### src/rtl/kwm_pkg.sv
// ----------------------------------------------------------------------------
// kwm_pkg
// shared types and constants of the k-way sorted merge block
// ----------------------------------------------------------------------------
package kwm_pkg;

  localparam int unsigned LIST_COUNT_DEF = 8;
  localparam int unsigned LIST_DEPTH_DEF = 16;

  localparam int unsigned VALUE_W = 32;
  localparam int unsigned INDEX_W = 3;
  localparam int unsigned STATUS_W = 2;

  localparam logic signed [VALUE_W-1:0] VALUE_MAX = 32'sh7fff_ffff;

  // input item kinds
  localparam logic MODE_LOAD = 1'b0;
  localparam logic MODE_POP  = 1'b1;

  typedef enum logic [STATUS_W-1:0] {
    STATUS_LOADED  = 2'd0,
    STATUS_REFUSED = 2'd1,
    STATUS_POPPED  = 2'd2,
    STATUS_EMPTY   = 2'd3
  } kwm_status_e;

  typedef enum logic [2:0] {
    ST_IDLE,
    ST_LOAD,
    ST_SCAN,
    ST_POP,
    ST_FETCH,
    ST_DONE
  } kwm_state_e;

  // controller to datapath
  typedef struct packed {
    logic capture;     // latch the accepted item, restart the head scan
    logic do_load;     // append or refuse the captured value
    logic scan_step;   // compare one list head against the running minimum
    logic pop_update;  // take the minimum, advance its list, fetch next head
    logic set_empty;   // nothing left to pop
    logic head_write;  // refill the popped list's head from memory
    logic emit;        // move the result into the output register
  } kwm_cmd_t;

  // datapath to controller
  typedef struct packed {
    logic mode;        // kind of the captured item
    logic scan_last;   // the scan is at the last list
    logic found;       // some list holds an element
    logic drain;       // the pending pop empties its list
    logic out_free;    // output register can take a result
  } kwm_sts_t;

  // sign flip maps signed order onto unsigned order
  function automatic logic [VALUE_W-1:0] order_key(input logic [VALUE_W-1:0] v);
    order_key = {~v[VALUE_W-1], v[VALUE_W-2:0]};
  endfunction

endpackage

### src/rtl/kwm_ctrl.sv
// ----------------------------------------------------------------------------
// kwm_ctrl
// sequencer for load and pop items of the sorted merge
// ----------------------------------------------------------------------------
module kwm_ctrl (
  input  logic             clk_i,
  input  logic             rst_ni,
  input  logic             in_valid_i,
  output logic             in_ready_o,
  input  kwm_pkg::kwm_sts_t sts_i,
  output kwm_pkg::kwm_cmd_t cmd_o
);

  kwm_pkg::kwm_state_e state_q, state_d;

  always_ff @(posedge clk_i or negedge rst_ni) begin
    if (!rst_ni) begin
      state_q <= kwm_pkg::ST_IDLE;
    end else begin
      state_q <= state_d;
    end
  end

  always_comb begin
    state_d    = state_q;
    cmd_o      = '0;
    in_ready_o = 1'b0;
    case (state_q)
      kwm_pkg::ST_IDLE: begin
        in_ready_o = 1'b1;
        if (in_valid_i) begin
          cmd_o.capture = 1'b1;
          state_d = kwm_pkg::ST_LOAD;
        end
      end
      kwm_pkg::ST_LOAD: begin
        // captured mode is visible from here on
        if (sts_i.mode == kwm_pkg::MODE_POP) begin
          state_d = kwm_pkg::ST_SCAN;
        end else begin
          cmd_o.do_load = 1'b1;
          state_d = kwm_pkg::ST_DONE;
        end
      end
      kwm_pkg::ST_SCAN: begin
        cmd_o.scan_step = 1'b1;
        if (sts_i.scan_last) begin
          state_d = kwm_pkg::ST_POP;
        end
      end
      kwm_pkg::ST_POP: begin
        if (!sts_i.found) begin
          cmd_o.set_empty = 1'b1;
          state_d = kwm_pkg::ST_DONE;
        end else begin
          cmd_o.pop_update = 1'b1;
          state_d = sts_i.drain ? kwm_pkg::ST_DONE : kwm_pkg::ST_FETCH;
        end
      end
      kwm_pkg::ST_FETCH: begin
        cmd_o.head_write = 1'b1;
        state_d = kwm_pkg::ST_DONE;
      end
      kwm_pkg::ST_DONE: begin
        if (sts_i.out_free) begin
          cmd_o.emit = 1'b1;
          state_d = kwm_pkg::ST_IDLE;
        end
      end
      default: begin
        state_d = kwm_pkg::ST_IDLE;
      end
    endcase
  end

endmodule

### src/rtl/kwm_dp.sv
// ----------------------------------------------------------------------------
// kwm_dp
// element memory, list counters, head registers, minimum scan and result
// ----------------------------------------------------------------------------
module kwm_dp #(
  parameter int unsigned LIST_COUNT = kwm_pkg::LIST_COUNT_DEF,
  parameter int unsigned LIST_DEPTH = kwm_pkg::LIST_DEPTH_DEF
) (
  input  logic                              clk_i,
  input  logic                              rst_ni,
  input  logic                              in_mode_i,
  input  logic [kwm_pkg::INDEX_W-1:0]       in_index_i,
  input  logic signed [kwm_pkg::VALUE_W-1:0] in_value_i,
  input  kwm_pkg::kwm_cmd_t                 cmd_i,
  output kwm_pkg::kwm_sts_t                 sts_o,
  output logic                              out_valid_o,
  input  logic                              out_ready_i,
  output logic [kwm_pkg::STATUS_W-1:0]      out_status_o,
  output logic signed [kwm_pkg::VALUE_W-1:0] out_value_o,
  output logic                              out_final_o
);

  localparam int unsigned LW = (LIST_COUNT > 1) ? $clog2(LIST_COUNT) : 1;
  localparam int unsigned FW = $clog2(LIST_DEPTH + 1);
  localparam int unsigned PW = (LIST_DEPTH > 1) ? $clog2(LIST_DEPTH) : 1;
  localparam int unsigned AW = $clog2(LIST_COUNT * LIST_DEPTH);
  localparam int unsigned TW = $clog2(LIST_COUNT * LIST_DEPTH + 1);
  localparam int unsigned VW = kwm_pkg::VALUE_W;

  // captured item
  logic                    mode_q;
  logic [kwm_pkg::INDEX_W-1:0] index_q;
  logic [VW-1:0]           value_q;

  // per-list state
  logic [FW-1:0] fill_q [LIST_COUNT];
  logic [FW-1:0] rpos_q [LIST_COUNT];
  logic [VW-1:0] head_q [LIST_COUNT];
  logic [TW-1:0] total_q;

  // scan state
  logic [LW-1:0] scan_q;
  logic [LW-1:0] best_q;
  logic [VW-1:0] best_val_q;
  logic          found_q;

  // result and output register
  kwm_pkg::kwm_status_e res_status_q;
  logic [VW-1:0]        res_value_q;
  logic                 res_final_q;
  logic                 out_valid_q;
  logic [kwm_pkg::STATUS_W-1:0] out_status_q;
  logic [VW-1:0]        out_value_q;
  logic                 out_final_q;

  // element memory
  logic [VW-1:0] mem_q [LIST_COUNT * LIST_DEPTH];
  logic [VW-1:0] rdata_q;

  logic [LW-1:0] lidx;
  logic          in_range;
  logic          full;
  logic          load_ok;
  logic [AW-1:0] waddr;
  logic [AW-1:0] raddr;
  logic [FW-1:0] rpos_next;
  logic          drain;
  logic [VW-1:0] scan_head;
  logic          scan_take;
  logic          rd_en;

  assign lidx     = LW'(index_q);
  assign in_range = 32'(index_q) < 32'(LIST_COUNT);
  assign full     = fill_q[lidx] >= FW'(LIST_DEPTH);
  assign load_ok  = in_range && !full;
  assign waddr    = AW'(lidx) * AW'(LIST_DEPTH) + AW'(fill_q[lidx][PW-1:0]);

  assign rpos_next = rpos_q[best_q] + FW'(1);
  assign drain     = rpos_next >= fill_q[best_q];
  assign raddr     = AW'(best_q) * AW'(LIST_DEPTH) + AW'(rpos_next[PW-1:0]);
  assign rd_en     = cmd_i.pop_update && !drain;

  assign scan_head = head_q[scan_q];
  assign scan_take = (fill_q[scan_q] != '0) &&
                     (!found_q ||
                      (kwm_pkg::order_key(scan_head) < kwm_pkg::order_key(best_val_q)));

  always_ff @(posedge clk_i) begin
    if (cmd_i.do_load && load_ok) begin
      mem_q[waddr] <= value_q;
    end
    if (rd_en) begin
      rdata_q <= mem_q[raddr];
    end
  end

  // payload registers
  always_ff @(posedge clk_i) begin
    if (cmd_i.capture) begin
      index_q <= in_index_i;
      value_q <= in_value_i;
    end
    if (cmd_i.do_load && load_ok && (fill_q[lidx] == '0)) begin
      head_q[lidx] <= value_q;
    end
    if (cmd_i.head_write) begin
      head_q[best_q] <= rdata_q;
    end
    if (cmd_i.scan_step && scan_take) begin
      best_q     <= scan_q;
      best_val_q <= scan_head;
    end
    if (cmd_i.do_load) begin
      res_status_q <= load_ok ? kwm_pkg::STATUS_LOADED : kwm_pkg::STATUS_REFUSED;
      res_value_q  <= '0;
      res_final_q  <= 1'b0;
    end
    if (cmd_i.set_empty) begin
      res_status_q <= kwm_pkg::STATUS_EMPTY;
      res_value_q  <= '0;
      res_final_q  <= 1'b0;
    end
    if (cmd_i.pop_update) begin
      res_status_q <= kwm_pkg::STATUS_POPPED;
      res_value_q  <= best_val_q;
      res_final_q  <= total_q == TW'(1);
    end
    if (cmd_i.emit) begin
      out_status_q <= res_status_q;
      out_value_q  <= res_value_q;
      out_final_q  <= res_final_q;
    end
  end

  // control registers
  always_ff @(posedge clk_i or negedge rst_ni) begin
    if (!rst_ni) begin
      mode_q      <= kwm_pkg::MODE_LOAD;
      scan_q      <= '0;
      found_q     <= 1'b0;
      total_q     <= '0;
      out_valid_q <= 1'b0;
      for (int i = 0; i < LIST_COUNT; i++) begin
        fill_q[i] <= '0;
        rpos_q[i] <= '0;
      end
    end else begin
      if (cmd_i.capture) begin
        mode_q  <= in_mode_i;
        scan_q  <= '0;
        found_q <= 1'b0;
      end
      if (cmd_i.scan_step) begin
        scan_q <= scan_q + LW'(1);
        if (scan_take) begin
          found_q <= 1'b1;
        end
      end
      if (cmd_i.do_load && load_ok) begin
        fill_q[lidx] <= fill_q[lidx] + FW'(1);
        total_q      <= total_q + TW'(1);
      end
      if (cmd_i.pop_update) begin
        total_q <= total_q - TW'(1);
        if (drain) begin
          fill_q[best_q] <= '0;
          rpos_q[best_q] <= '0;
        end else begin
          rpos_q[best_q] <= rpos_next;
        end
      end
      if (cmd_i.emit) begin
        out_valid_q <= 1'b1;
      end else if (out_ready_i) begin
        out_valid_q <= 1'b0;
      end
    end
  end

  assign sts_o.mode      = mode_q;
  assign sts_o.scan_last = scan_q == LW'(LIST_COUNT - 1);
  assign sts_o.found     = found_q;
  assign sts_o.drain     = drain;
  assign sts_o.out_free  = !out_valid_q || out_ready_i;

  assign out_valid_o  = out_valid_q;
  assign out_status_o = out_status_q;
  assign out_value_o  = out_value_q;
  assign out_final_o  = out_final_q;

endmodule

### src/rtl/k_way_sorted_merge.sv
// ----------------------------------------------------------------------------
// k_way_sorted_merge
// merges several ascending lists into one ascending stream of values
// ----------------------------------------------------------------------------
// usage:
//   the slave channel takes load and pop items. tuser is the mode (load or
//   pop), tdata carries the list index and the signed value of a load.
//   every item gives exactly one transfer on the master channel: tuser is
//   the status (loaded, refused, popped, all empty), tdata the popped value
//   (zero unless popped) and tlast marks the pop of the very last element.
//   a load is appended or refused in its load step. in a pop the head
//   registers are compared against the running minimum one list per
//   cycle, then the next head of the winning list is read from the
//   element memory through its single registered read port; a pop that
//   drains its list skips that read and goes straight to its result.
//   only one item is in flight; the next item is taken as soon as the
//   previous result sits in the output register, even if it is stalled.
//   a result waits in its final step while the output register is full.
//   reset clears all fill counts and read positions, so every list starts
//   empty; the element memory itself is not cleared and needs no sweep.
// ----------------------------------------------------------------------------
module k_way_sorted_merge #(
  parameter int unsigned LIST_COUNT = kwm_pkg::LIST_COUNT_DEF,
  parameter int unsigned LIST_DEPTH = kwm_pkg::LIST_DEPTH_DEF
) (
  input  logic        clk_i,
  input  logic        rst_ni,
  // item input
  input  logic        s_axis_tvalid,
  output logic        s_axis_tready,
  input  logic [39:0] s_axis_tdata,   // list_index [2:0], value [34:3], zero pad
  input  logic        s_axis_tuser,   // mode
  // result output
  output logic        m_axis_tvalid,
  input  logic        m_axis_tready,
  output logic [31:0] m_axis_tdata,   // popped_value [31:0]
  output logic [1:0]  m_axis_tuser,   // status [1:0]
  output logic        m_axis_tlast    // final_element
);

  kwm_pkg::kwm_cmd_t cmd;
  kwm_pkg::kwm_sts_t sts;

  // sequencer: one item at a time
  kwm_ctrl u_ctrl (
    .clk_i      (clk_i),
    .rst_ni     (rst_ni),
    .in_valid_i (s_axis_tvalid),
    .in_ready_o (s_axis_tready),
    .sts_i      (sts),
    .cmd_o      (cmd)
  );

  // storage, head scan and output register
  kwm_dp #(
    .LIST_COUNT (LIST_COUNT),
    .LIST_DEPTH (LIST_DEPTH)
  ) u_dp (
    .clk_i        (clk_i),
    .rst_ni       (rst_ni),
    .in_mode_i    (s_axis_tuser),
    .in_index_i   (s_axis_tdata[2:0]),
    .in_value_i   (s_axis_tdata[34:3]),
    .cmd_i        (cmd),
    .sts_o        (sts),
    .out_valid_o  (m_axis_tvalid),
    .out_ready_i  (m_axis_tready),
    .out_status_o (m_axis_tuser),
    .out_value_o  (m_axis_tdata),
    .out_final_o  (m_axis_tlast)
  );

  // an accepted item blocks the input until its result is made
  assert property (@(posedge clk_i) disable iff (!rst_ni)
    (s_axis_tvalid && s_axis_tready) |=> !s_axis_tready)
    else $error("input taken while an item is in flight");

  // only a popped result carries a value
  assert property (@(posedge clk_i) disable iff (!rst_ni)
    (m_axis_tvalid && (m_axis_tuser != kwm_pkg::STATUS_POPPED)) |->
      ((m_axis_tdata == '0) && !m_axis_tlast))
    else $error("non-pop result with value or last flag");

  // a result appears only once a scan or load step has finished
  assert property (@(posedge clk_i) disable iff (!rst_ni)
    ($rose(m_axis_tvalid)) |-> $past(!s_axis_tready))
    else $error("result issued without an item in flight");

endmodule

### config.mk
export PLATFORM = sky130hd
export DESIGN_NAME = k_way_sorted_merge
export DESIGN_NICKNAME = d
export VERILOG_FILES = /design/src/rtl/kwm_pkg.sv /design/src/rtl/kwm_ctrl.sv /design/src/rtl/kwm_dp.sv /design/src/rtl/k_way_sorted_merge.sv
export SDC_FILE = /design/constraint.sdc
export NUM_CORES = 2
export LEC_CHECK = 0
export BUFFER_PORTS_ARGS = -buffer_cell sky130_fd_sc_hd__buf_4
export CAP_MARGIN = 25
export CORE_ASPECT_RATIO = 0.8
export CORE_UTILIZATION = 45
export CTS_CLUSTER_SIZE = 25
export DETAILED_ROUTE_END_ITERATION = 6
export PLACE_DENSITY = 0.62
export SLEW_MARGIN = 20
export SYNTH_ARGS = -nofsm -noshare
export SYNTH_HDL_FRONTEND = slang
export SYNTH_MEMORY_MAX_BITS = 65536
export SYNTH_SLANG_ARGS = --single-unit
### constraint.sdc
create_clock -name clk_i -period 6.1 [get_ports clk_i]
set_input_delay 0.305 -clock clk_i [delete_from_list [all_inputs] [get_ports clk_i]]
set_output_delay 0.305 -clock clk_i [all_outputs]
set_load 0.05 [all_outputs]
Word level (Yosys, flattened, before mapping)
Memory sizes are Yosys's and may differ from the RTL's. A register that Yosys moved wholly into a read port is not among the register bits.
Cells that the tools add are included.
- register bits after elaboration: 237
- memory bits (writable): 4352
- input port bits: 45
- output and inout port bits: 37
- word-level logic and storage cells: 160
- memories: 2
- memories (memory ; words ; width ; rd ports ; clocked after Yosys merged registers in ; wr ports ; line ; RTL):
    u_dp.mem_q ; 128 ; 32 ; 1 ; 1 ; 1 ; kwm_dp.sv:57 ; logic [VW-1:0] mem_q [LIST_COUNT * LIST_DEPTH];
    u_dp.head_q ; 8 ; 32 ; 1 ; 0 ; 1 ; kwm_dp.sv:38 ; logic [VW-1:0] head_q [LIST_COUNT];
- add/subtract/negate cells: 7
- $lt $le $gt $ge: 8
- equality and inequality tests: 10
- muxes and demuxes: 68
- bitwise operators: 8
- reductions and logical operators: 24
- operators by type and width (cell ; count):
    $mux W40 ; 4
    $mux W32 ; 4
    $and A40 B40 Y40 ; 2
    $bwmux W40 ; 2
    $bmux W5 S3 ; 4
    $mux W5 ; 10
    $not A40 Y40 ; 1
    $lt A32 B32 Y1 ; 1
    $reduce_or A32 Y1 ; 1
    $demux W5 S3 ; 2
    $mux W1 ; 30
    $mux W3 ; 8
    $pmux W3 S6 ; 1
    $mux W8 ; 2
    $add A7 B4 Y7 ; 2
    $ge A4 B4 Y1 const B ; 3
    $not A3 Y4 ; 3
    $add A5 B1 Y5 const B ; 2
    $eq A3 B3 Y1 const B ; 3
    $add A8 B1 Y8 const B ; 1
    $eq A8 B1 Y1 const B ; 1
    $lt A4 B1 Y1 const B ; 2
    $reduce_bool A2 Y1 ; 4
    $sub A8 B1 Y8 const B ; 1
    17 further kinds ; 31

Logic depth before layout (Yosys ltp)
- depth after elaboration: 11
- gate-level depth with buffers: 18
- gate-level depth less buffers: 12

By module
A second synthesis with hierarchy kept.
- cells, all modules: 8526
- area total of the unflattened synthesis: 180330.5 um^2
- modules (own cells, without submodules) (module ; times used ; cells each ; area each (um^2) ; seq. area each (um^2)):
    kwm_dp ; 1 ; 8492 ; 180016.4 ; 138182.5
    kwm_ctrl ; 1 ; 34 ; 314.1 ; 75.1

Worst setup path before layout
Ideal clock, no wire load.
- path type: flip-flop to flip-flop
- start point: register u_dp.scan_q[0]
- end point: register u_dp.best_q[0], enable pin
- data arrival time: 5.667 ns
- required time: 5.652 ns
- setup slack: -0.015 ns
- stages on the path, launching flop included: 14
- buffers on the path: 3
- clock period less this slack: 6.115 ns
- cells stage by stage: dfrtp_1 -> clkbuf_1 -> buf_1 -> buf_1 -> mux4_2 -> mux2_2 -> ha_1 -> a21o_1 -> a21o_1 -> a21oi_1 -> o21ai_0 -> a21o_1 -> a221o_1 -> a31oi_1
- elaborated cells on any way between the ends: 11
- classes of those cells: order compare: 1; mux: 3; bitwise: 2; reduce/logical: 4; memory: 1
- RTL lines (what ; line ; RTL):
    from (decl) ; kwm_dp.sv:42 ; logic [LW-1:0] scan_q;
    from (signal assigned) ; kwm_dp.sv:154 ; scan_q <= scan_q + LW'(1);
    $mem_v2 Z8 W32 ; n/a ;
    net u_dp.scan_head[17] ; kwm_dp.sv:68 ; logic [VW-1:0] scan_head;
    $lt A32 B32 Y1 ; kwm_dp.sv:86 ; (kwm_pkg::order_key(scan_head) < kwm_pkg::order_key(best_val_q)));
    $logic_or A1 B1 Y1 ; kwm_dp.sv:85 ; (!found_q ||
    $logic_and A1 B1 Y1 ; kwm_dp.sv:84 ; assign scan_take = (fill_q[scan_q] != '0) &&
    $logic_and A1 B1 Y1 ; kwm_dp.sv:109 ; if (cmd_i.scan_step && scan_take) begin
    to (signal assigned) ; kwm_dp.sv:110 ; best_q <= scan_q;
    to (decl) ; kwm_dp.sv:43 ; logic [LW-1:0] best_q;
The timed path passes the listed nets, and every way through them passes these cells. The select of a mux whose other input is x is not followed.
A chain may end at the register's enable or synchronous reset.

Final worst setup path
- start point: register u_dp.best_q[0]
- end point: register u_dp.rdata_q[8], read port of u_dp.mem_q, data pin
- longest elaborated chain between the ends: 8
- elaborated cells on any way between the ends: 12
- classes of those cells: add/sub: 2; order compare: 1; mux: 6; bitwise: 1; reduce/logical: 2
- ends and longest elaborated chain (what ; line ; RTL):
    $not A3 Y4 (implied by the code) ; kwm_dp.sv:78, kwm_dp.sv:79 ;
    $bmux W5 S3 ; kwm_dp.sv:78 ; assign rpos_next = rpos_q[best_q] + FW'(1);
    $mux W5 (implied by the code) (2 in a row) ; kwm_dp.sv:78 ;
    $add A5 B1 Y5 ; kwm_dp.sv:78 ;
    $ge A5 B5 Y1 ; kwm_dp.sv:79 ; assign drain = rpos_next >= fill_q[best_q];
    $logic_not A1 Y1 ; kwm_dp.sv:81 ; assign rd_en = cmd_i.pop_update && !drain;
    $logic_and A1 B1 Y1 ; kwm_dp.sv:81 ;
    to (decl) ; kwm_dp.sv:58 ; logic [VW-1:0] rdata_q;
Parallel ways exist; a longest one is shown, timed or not. The select of a mux whose other input is x is not followed.

==> run summary <==
Core ar.: 391000 um2
failing checks: DRC
Reg clk slew, reported paths: 0.07 ns
Setup violations, final: 0
# fillers: 29904
# H-tree levels: 5
post-CTS setup buffer count: 0
Final Hold Fails: 0
most frequent cells in the layout: edfxtp_1 (4522), mux4_2 (1104), mux2i_1 (546)
Clock Skew: 0.0617 ns
area grow syn2layout: 14.7%
worst-margin pin slew: 1.31 ns
syn_nets: 7887
row count: 205
First DRT Iteration DRCs: 13399
worst path required time: 6.81 ns
antenna violations before repair: 35
Final TNS setup: 0 ns
Overflow after GRT: 0
vias per cell: 6.19
Cell Count, Final, Fillers Out: 14029
Min-Delay Startpoint: m_axis_tready
syn avg cell area: 22.7 um2
Final Util: 52.0%
Static Leak: 65.8 nW
CTS tree: yes
Final Wtd Congestion: 0.926
Post-synth ARST share: 2.10%
path category of the worst min-delay check: primary input to register
Worst Setup End Kind: register
number of global-route vias before repair: 84041
power density cells: 378 nW/um2
final worst path period share: 92.7%
WHS Endpoint: u_dp.out_valid_o
DP Wirelength: 290000 um
Max Clk Rate: 177 MHz
worst reg2reg path depth: 13
clock sinks: 4621
drt pass-1 iters: 7
Mapped Area: 177000 um2
Via Count: 86868
first-pass GRT wire length: 673000 um
Top Family by Delay on Critical Path: simple AND/OR/NAND/NOR gates
Worst-Skew Late Latency: 1.04 ns
Reg2Reg Setup Slack: 0.44 ns
final max-slew violation count: 0
Top FF cell, synth: edfxtp_1
crit path from: u_dp.best_q[0]
max cap viols: 0
crit start category: register
Yosys Warn Count: 0
Die Width: 703 um
Die Ht: 563 um
Boundary Pins: 82
largest net degree at the start of global routing: 130
fin crit period: 5.66 ns
Area after DPL: 188000 um2
FF-to-FF Start: u_dp.best_q[0]
WL/cell: 34.8 um
Num CTS Buffers: 432
Initial Utilization: 45.3%
WP buf/inv: 4
share of layout cells above drive strength 1: 29.0%
CTS Buffer Depth: 4
VDD IR-drop max: 522 uV
All-Layer GR Usage: 24.4%
DP Cell Count: 13141
DRC: 5
worst hold stages: 4
Die ar.: 396000 um2
crit path cell chain: nor3_1 > buf_4 > a32oi_2 > nand2_8 > ha_4 > buf_12 > buf_12 > mux4_2 > mux2i_1 > buf_4 > o22ai_1 > nor4_2 > nand2_1
reg2reg end: u_dp.rdata_q[8]
RSZ-0062 raised after global routing: false
Synth Instances: 7799
CP max-delay cell: nor4_2
fin area: 203000 um2
Worst path max stage delay: 0.90 ns
Unique masters post-synth: 65
Yosys reg bits: 4621
Post-Route WL: 489000 um
post-detailed-route count of antenna-violating nets: 0
IO Port Bufs: 76
Rel. slew slack: 12.8%
CTS root buffer: clkbuf_16
Setup CP Type: register to register
FF+latch area: 138000 um2
Multi-input gate area: 38100 um2
Crit Path Max Fanout: 51
post-layout net count: 8570
status: finished, violations left
hold slack: 0.199 ns
Worst EP arrival: 6.37 ns
commonest non-fill, non-tap cell in the layout: edfxtp_1
EDFF count, synth: 4522
Seq/Total Area, Yosys: 78.0%
## report_power, final
part | switching, mW | leakage (nW) | internal [mW] | total (mW)
logic | 8.02 | 16.9 | 4.46 | 12.5
registers | 0.487 | 42.0 | 36.9 | 37.4
clock network | 11.9 | 6.86 | 15.1 | 27.0
total | 20.4 | 65.8 | 56.4 | 76.8
## synthesized netlist by cell type, types with 51 or more instances
cell / instances / area (um2)
dfrtp_1: 97 / 2430
buf_2: 125 / 626
o21ai_0: 51 / 255
mux2i_1: 546 / 5470
nor4_1: 69 / 432
nand2_1: 132 / 495
edfxtp_1: 4522 / 136000
mux4_2: 1104 / 24900
o22ai_1: 258 / 1610
clkbuf_1: 201 / 754
nor2_1: 236 / 886
mux2_2: 80 / 901
## worst reg2reg max path, cell delays in order (launching register included)
cell	delay, ns
edfxtp_1	0.74
nor3_1	0.10
buf_4	0.21
a32oi_2	0.35
nand2_8	0.31
ha_4	0.69
buf_12	0.29
buf_12	0.38
mux4_2	0.40
mux2i_1	0.54
buf_4	0.22
o22ai_1	0.08
nor4_2	0.90
nand2_1	0.11
## worst max path at each step
stage                             endpoint  depth (start not counted)  slack, ns
after floorplan             u_dp.best_q[0]                         13       0.68
after global placement     u_dp.rdata_q[8]                         13       0.36
after detailed placement  u_dp.rdata_q[17]                         13       0.68
after CTS                 u_dp.rdata_q[17]                         13       0.64
after global routing       u_dp.rdata_q[8]                         13       0.40
final                      u_dp.rdata_q[8]                         13       0.44
## area by class of cell
type,count,share of cell area (%)
Sequential cell,4621,68.1
Multi-Input combinational cell,2732,18.8
Clock buffer,534,5.65
Tap cell,5175,3.19
Timing Repair Buffer,653,2.97
Clock inverter,260,1.27
Inverter,42,0.0776
Antenna cell,12,0.0148
## kinds of logic (layout without fill, tap and decap cells)
kind of cell | Yosys count | count (layout) | synth area share (%)
buffers and inverters | 446 | 1489 | 1.10
muxes | 1731 | 1731 | 17.6
DFF | 4621 | 4621 | 78.0
xor gates and xnor gates | 13 | 13 | 0.0685
AOI/OAI and AO/OA | 406 | 406 | 1.45
and+or+nand+nor | 539 | 539 | 1.39
adders and majority gates | 43 | 43 | 0.304
other | 0 | 12 | 0
## per-stage QoR
| stage | setup slack (ns) | power (mW) |
|---|---|---|
| after floorplan | 0.685 | 45.2 |
| after detailed placement | 0.679 | 50.4 |
| final | 0.444 | 76.8 |
| after CTS | 0.640 | 77.1 |
| after global routing | 0.398 | 78.9 |
| after global placement | 0.359 | 50.1 |
## repair_timing
item / CTS / global route
hold buffers: 78 / 0
hold endpoints to repair: 130 / 0
gates resized for setup: 0 / 0
## routing by layer
layer  global-route usage, %  part of all wire [%]  up-vias
met5                       0                 0.010        -
met4                    7.66                   3.5        4
met3                    6.91                    12      714
met2                    34.9                    43     4754
met1                    36.4                    41    46933
li1                        -                     -    34463
## state kept, by name, indices dropped and copies added (netlist names), 2 cells and up
name               cells
u_ctrl.state_q         3
u_dp.best_q            3
u_dp.best_val_q       32
u_dp.fill_q           40
u_dp.head_q          256
u_dp.index_q           3
u_dp.mem_q          4096
u_dp.out_status_o      2
u_dp.out_value_o      32
u_dp.rdata_q          32
u_dp.res_status_q      2
u_dp.res_value_q      32
u_dp.rpos_q           40
u_dp.scan_q            3
u_dp.total_q           8
u_dp.value_q          32
No activity file was read; power rests on OpenSTA's default activity.
